==> config.mk <==
export PLATFORM = sky130hd
export DESIGN_NAME = tnes_ctrl
export DESIGN_NICKNAME = d
export VERILOG_FILES = /design/src/hw/rtl/tnes_pkg.sv /design/src/hw/rtl/tnes_ctrl.sv
export SDC_FILE = /design/constraint.sdc
export NUM_CORES = 1
export LEC_CHECK = 0
export BUFFER_PORTS_ARGS = -buffer_cell sky130_fd_sc_hd__clkbuf_2
export CAP_MARGIN = 10
export CORE_AREA = 2 2 39 41
export CTS_CLUSTER_SIZE = 30
export DETAILED_ROUTE_END_ITERATION = 10
export DIE_AREA = 0 0 41 43
export GPL_ROUTABILITY_DRIVEN = 0
export PLACE_DENSITY = 0.73
export SYNTH_ARGS = -nofsm -noshare
export SYNTH_HDL_FRONTEND = slang
export SYNTH_SLANG_ARGS = --single-unit
==> constraint.sdc <==
create_clock -name clk -period 1.8 [get_ports clk]
set_input_delay 0.09 -clock clk [delete_from_list [all_inputs] [get_ports clk]]
set_output_delay 0.09 -clock clk [all_outputs]
set_load 0.005 [all_outputs]
==> src/hw/rtl/tnes_pkg.sv <==
`default_nettype none
// ----------------------------------------------------------------------------
// tnes_pkg
// Shared types and constants of the timed note event sequencer: request and
// event codes, register indexes, stored event layout, control and status.
// ----------------------------------------------------------------------------
package tnes_pkg;

    localparam int unsigned CNT_W      = 9;
    localparam int unsigned MPT_W      = 24;
    localparam int unsigned REM_W      = 24;
    localparam int unsigned DELTA_W    = 16;
    localparam int unsigned BYTE_W     = 8;
    localparam int unsigned PROD_W     = DELTA_W + MPT_W;
    localparam int unsigned FRAC_W     = 16;
    localparam int unsigned CFG_IDX_W  = 1;
    localparam int unsigned CFG_DATA_W = 24;

    localparam logic [CNT_W-1:0]  EVENT_COUNT_RESET = '0;
    localparam logic [MPT_W-1:0]  MS_PER_TICK_RESET = 24'h010000;
    localparam logic [PROD_W-1:0] ROUND_HALF        = PROD_W'(32768);

    typedef enum logic [1:0] {
        REQ_WRITE = 2'd0,
        REQ_START = 2'd1,
        REQ_STOP  = 2'd2,
        REQ_TICK  = 2'd3
    } req_t;

    typedef enum logic [CFG_IDX_W-1:0] {
        REG_EVENT_COUNT = 1'b0,
        REG_MS_PER_TICK = 1'b1
    } reg_idx_t;

    localparam logic [BYTE_W-1:0] KIND_NOTE_OFF = 8'd0;
    localparam logic [BYTE_W-1:0] KIND_NOTE_ON  = 8'd1;

    typedef struct packed {
        logic [DELTA_W-1:0] delta;
        logic [BYTE_W-1:0]  kind;
        logic [BYTE_W-1:0]  note;
        logic [BYTE_W-1:0]  vel;
    } event_t;

    typedef struct packed {
        logic capture;
        logic mem_write;
        logic stop;
        logic start_play;
        logic count_down;
        logic finish;
        logic rd_first;
        logic rd_cur;
        logic rd_next;
        logic fire;
        logic mul;
        logic load;
    } dp_cmd_t;

    typedef struct packed {
        req_t req;
        logic active;
        logic can_start;
        logic rem_le1;
        logic at_end;
        logic next_in_range;
    } dp_status_t;

endpackage
`default_nettype wire

==> src/hw/rtl/tnes_ctrl.sv <==
`default_nettype none
// ----------------------------------------------------------------------------
// tnes_ctrl
// Controller: steps each request through decode and, as needed, event fire,
// delay multiply and load, then presents the result for one cycle.
// ----------------------------------------------------------------------------
module tnes_ctrl (
    input  wire logic                 clk,
    input  wire logic                 rst_n,
    input  wire logic                 start,
    input  wire tnes_pkg::dp_status_t status,
    output tnes_pkg::dp_cmd_t         cmd,
    output logic                      busy,
    output logic                      done
);
    import tnes_pkg::*;

    typedef enum logic [5:0] {
        ST_IDLE   = 6'b000001,
        ST_DECODE = 6'b000010,
        ST_FIRE   = 6'b000100,
        ST_MUL    = 6'b001000,
        ST_LOAD   = 6'b010000,
        ST_RESP   = 6'b100000
    } state_t;

    state_t state_reg, state_next;

    always_comb
    begin
        cmd        = '0;
        state_next = state_reg;
        unique case (state_reg)
            ST_IDLE:
            begin
                if (start)
                begin
                    cmd.capture = 1'b1;
                    state_next  = ST_DECODE;
                end
            end
            ST_DECODE:
            begin
                state_next = ST_RESP;
                unique case (status.req)
                    REQ_WRITE: cmd.mem_write = 1'b1;
                    REQ_STOP:  cmd.stop      = 1'b1;
                    REQ_START:
                    begin
                        if (!status.active && status.can_start)
                        begin
                            cmd.start_play = 1'b1;
                            cmd.rd_first   = 1'b1;
                            state_next     = ST_MUL;
                        end
                    end
                    REQ_TICK:
                    begin
                        if (status.active)
                        begin
                            cmd.count_down = 1'b1;
                            if (status.rem_le1)
                            begin
                                if (status.at_end)
                                begin
                                    cmd.finish = 1'b1;
                                end
                                else
                                begin
                                    cmd.rd_cur = 1'b1;
                                    state_next = ST_FIRE;
                                end
                            end
                        end
                    end
                    default: ;
                endcase
            end
            ST_FIRE:
            begin
                cmd.fire = 1'b1;
                if (status.next_in_range)
                begin
                    cmd.rd_next = 1'b1;
                    state_next  = ST_MUL;
                end
                else
                begin
                    state_next = ST_RESP;
                end
            end
            ST_MUL:
            begin
                cmd.mul    = 1'b1;
                state_next = ST_LOAD;
            end
            ST_LOAD:
            begin
                cmd.load   = 1'b1;
                state_next = ST_RESP;
            end
            ST_RESP:
            begin
                state_next = ST_IDLE;
            end
            default:
            begin
                state_next = ST_IDLE;
            end
        endcase
    end

    always_ff @(posedge clk or negedge rst_n)
    begin
        if (!rst_n)
        begin
            state_reg <= ST_IDLE;
        end
        else
        begin
            state_reg <= state_next;
        end
    end

    assign busy = (state_reg != ST_IDLE);
    assign done = (state_reg == ST_RESP);

endmodule
`default_nettype wire
# Word-level counts from Yosys, hierarchy flattened
# Cells that the tools add are included.
# totals
register_bits	6
input_bits	10
out_inout_bits	14
elab_cells	42
# classes
n_eq_ne	11
muxes	27
n_reduce_logical	3
# op_table
cell	n
2-to-1 mux 6 bit	6
one-hot mux 6 bit (5 select lines)	1
2-to-1 mux 1 bit	15
one-hot mux 6 bit (2 select lines)	1
2-to-1 mux 7 bit	1
== test 6 x 1 -> 1 bit, second input constant	1
== test 6 x 2 -> 1 bit, second input constant	1
== test 6 x 3 -> 1 bit, second input constant	1
== test 6 x 4 -> 1 bit, second input constant	1
== test 6 x 5 -> 1 bit, second input constant	1
== test 6 bit, second input constant	1
2-to-1 mux 2 bit	3
!= test 6 x 1 -> 1 bit, second input constant	1
== test 2 bit, second input constant	2
== test 2 x 1 -> 1 bit, second input constant	1
zero test 2 bit	1
!= test 2 bit, second input constant	1
logical AND 1 bit	1
zero test 1 bit	1

# Longest topological paths before layout
# logic_depth
word_depth	5
mapped_depth	4
mapped_depth_nobuf	3

# Worst setup path after synthesis
# OpenSTA, ideal clock, no wires.
# synth_path
path_type	flip-flop to flip-flop
startpoint	register state_reg[0]
endpoint	register state_reg[5]
setup_time_ns	0.126
t_arrival_ns	1.179
t_required_ns	1.674
setup_slack_ns	0.495
path_stages_with_launch	4
n_path_buf	0
period_less_slack_ns	1.305
cell_sequence	dfstp_2 -> and2b_1 -> and2_1 -> a221o_1
# synth_between
elab_chain_cells	2
word_cells_on_any_way	7
classes_between	6 x eq/ne; 1 x mux
# synth_rtl
item	line	text
start, declared	tnes_ctrl.sv:27	state_t state_reg, state_next;
start signal, assigned	tnes_ctrl.sv:121	state_reg <= state_next;
== test 6 x 5 -> 1 bit (tied with other cells)	tnes_ctrl.sv:33	unique case (state_reg)
one-hot mux 6 bit (5 select lines) or != test 2 bit (tied branches)	--	
# Several ways; a longest one is shown, not always the timed one.
# A chain may end at the register's enable or synchronous reset.

==> impl_results.md <==
- Status: finished, final reports clean
- Peak Freq: roughly 0.60 GHz
- Number of synthesized flops with an enable pin: 0
- Slew headroom: 0.7345
- Worst Clk Skew: 5.343 ps
- Crit-path max cell delay: 430 ps
- Asr flop ratio synth: 1.000
- Static leakage power: about 0.33 nW
- Reg2reg start: state_reg[0]$_DFFE_PN1P_
- Prevailing post-synth register cell: dfrtp_1
- Die Width: 41 µm
- Ant diodes: 0
- R2R setup slack: between 400 and 500 ps
- Vias in the first global route: about 380
- Max-slew violation count: 0
- Hold Path End: state_reg[2]$_DFFE_PN0P_
- Total gr overflow: 0
- Setup TNS: 0 ps
- Total wire length: 1055 µm
- CP required: approximately 1700 ps
- Routed WL per cell: 11.22 µm
- Post-cts resize count: 0
- Largest net degree at the start of global routing: 9
- Layout area overhead: 38.59%
- # setup viols final: 0
- GRT Total Usage: 0.1362
- Cell count after synthesis: 50
- Hold Startpoint: status[1]
- Die H: ~43 µm
- Worst Hold Path Cells: 2
- Vias: ~460
- Avg Inst Size Synth: 8.884 µm²
- Slew @ Worst Pin: between 300 and 400 ps
- Top delay family on crit path: simple AND/OR/NAND/NOR gates
- Dpl hpwl: about 850 µm
- CTS tree: yes
- Worst skew pair latency: between 200 and 300 ps
- Clk root buf: clkbuf_4
- Synth cell types: 22
- Hold slack final: about 45 ps
- Yosys warns: 0
- Arr. time, crit path: about 1600 ps
- Psw: between 150 and 200 µW
- Worst Setup Start Kind: flip-flop
- Critical-path cell list: nor4_4, nand2_4, nor4_1, clkbuf_2
- I/O Buffers: 23
- Tcrit/Tclk final: 0.9318
- RR Endpoint: state_reg[0]$_DFFE_PN1P_
- Fin util: 0.4448
- CTS H-tree lvls: 1
- Slowest-stage cell, CP: dfrtp_1
- Global-route wire length before repair: 1635 µm
- Worst min-delay path class: input port to flip-flop
- Setup WS post-layout: about 120 ps
- Sequential share of power: 0.362
- Antenna viol nets, final: 0
- Synthesized flop and latch total: 6
- Clk sinks: 6
- First-pass iteration count of the detailed router: 2
- Synth area leader: dfrtp_1
- Via density: just under 5
- CTS max path bufs: 2
- Critical path class: flip-flop to primary output
- Clock power frac: 0.237
- Sw Share: 0.3444
- Core ar.: 1384 µm²
- Drt drc: 0
- CP max FO: 8
- Post-Place Cells: 88
- Critical Path Sink Type: primary output
- Area contributors post-synth: dfrtp_1 (28%), and2_1 (7.0%), dfstp_2 (5.9%), and3_1 (5.6%), nor4_4 (4.8%)
- Mapped Area: ~440 µm²
- Final nets: 89
- Total CTS buffers: 3
- PD cells: roughly 930 nW/µm²
- Share of layout cells above drive strength 1: 0.3846
- Largest register FFs: 6
- Comb pwr share: 0.401
- Max-cap violations: 0
- Internal power: between 300 and 400 µW
- VDD IR max: 0.2720 mV
- Unrepaired setup endpoints after global routing: false
- Hold Fails Final Rpt: 0
- Top cells by count, synth: and2_1 (5), dfrtp_1 (5), and3_1 (4), inv_1 (4), nor2_1 (4)
- Starting DRT DRC Count: 5
- Starting Density: 0.3210
- Row cnt: 14
- Top Ports: 24
- Clk slew on worst S/H paths: around 50 ps
- Fin cells: 94
- Sequential share of the synthesized area: 0.3408
- Post-place setup slack: about 330 ps
- Minimum clock period: around 1700 ps
- Area share of the largest cell type after synthesis: 0.2817
- Antenna violations before repair: 0
- Synth Net Count: 60
- Buf/Inv on CP: 1
- Die area: roughly 1800 µm²
- Worst Reg-to-Reg Cells: 3
==> layout by cell type, fill, tap and decap left out <==
cell,count
clkbuf_4,3
and3_1,4
dlygate4sd3_1,1
or4bb_1,1
nand2_1,1
clkbuf_1,1
nand3_1,1
buf_4,1
nor4_4,1
o21bai_1,1
nand2_4,1
clkbuf_2,23
dfrtp_1,5
dfstp_2,1
and2b_1,1
o21ai_0,3
a221o_1,2
nor2b_1,3
inv_1,4
nor3_1,3
and4b_1,2
and2_1,5
o311ai_0,1
nor2_1,4
nor3b_1,2
nor4_1,3
==> what timing repair did <==
| action | in CTS | in global routing |
|---|---|---|
| endpoints found under the hold margin | 6 | 0 |
| hold buffers | 1 | 0 |
| setup endpoints to repair | 0 | 1 |
| setup buffers | 0 | 1 |
==> cell families after synthesis <==
family,after synthesis,share of synthesized area
compound gates,7,0.1155
buf+inv,5,0.05070
flops,6,0.3409
simple gates,32,0.4929
==> per-stage QoR <==
stage	area, µm²	power [mW]
global route	615.6	0.6279
finish	615.6	0.5733
floorplan	444.2	0.3500
detailed placement	571.8	0.4247
CTS	608.1	0.5680
global placement	571.8	0.4219
==> area by class of cell <==
cell class                 instances  area, µm²
clock buffer                       4      26.28
fill                             132      768.2
inverter                           4      15.01
timing repair buffer              25      132.6
sequential                         6      151.4
multi-input combinational         39      270.3
tap                               16      20.02
==> layer usage <==
layer / vias up / global-route usage / share of wire
met1: 199 / 0.1667 / 0.46
li1: 240 / - / -
met2: 24 / 0.2156 / 0.45
met5: - / 0 / 0
met3: 0 / 0.03141 / 0.097
met4: 0 / 0.06000 / 0
==> worst max-delay path by stage <==
stage	end	start	depth (start not counted)	slack [ps]
2_1_floorplan	state_reg[5]$_DFFE_PN0P_	state_reg[0]$_DFFE_PN1P_	3	500
3_3_place_gp	cmd[4]	state_reg[3]$_DFFE_PN0P_	4	360
3_5_place_dp	cmd[4]	state_reg[3]$_DFFE_PN0P_	4	330
4_1_cts	cmd[4]	state_reg[3]$_DFFE_PN0P_	4	50
5_1_grt	cmd[4]	state_reg[5]$_DFFE_PN0P_	4	20
6_report	cmd[4]	state_reg[5]$_DFFE_PN0P_	4	120
==> power groups by stage <==
stage                     sequential [mW]  combinational [mW]  clock, mW
after detailed placement            0.207               0.217          0
after global placement              0.209               0.213          0
after floorplan                     0.199               0.151          0
after global routing                0.213               0.264      0.151
final                               0.208               0.230      0.136
after CTS                           0.208               0.219      0.141
Power figures use the tool's default switching activity.
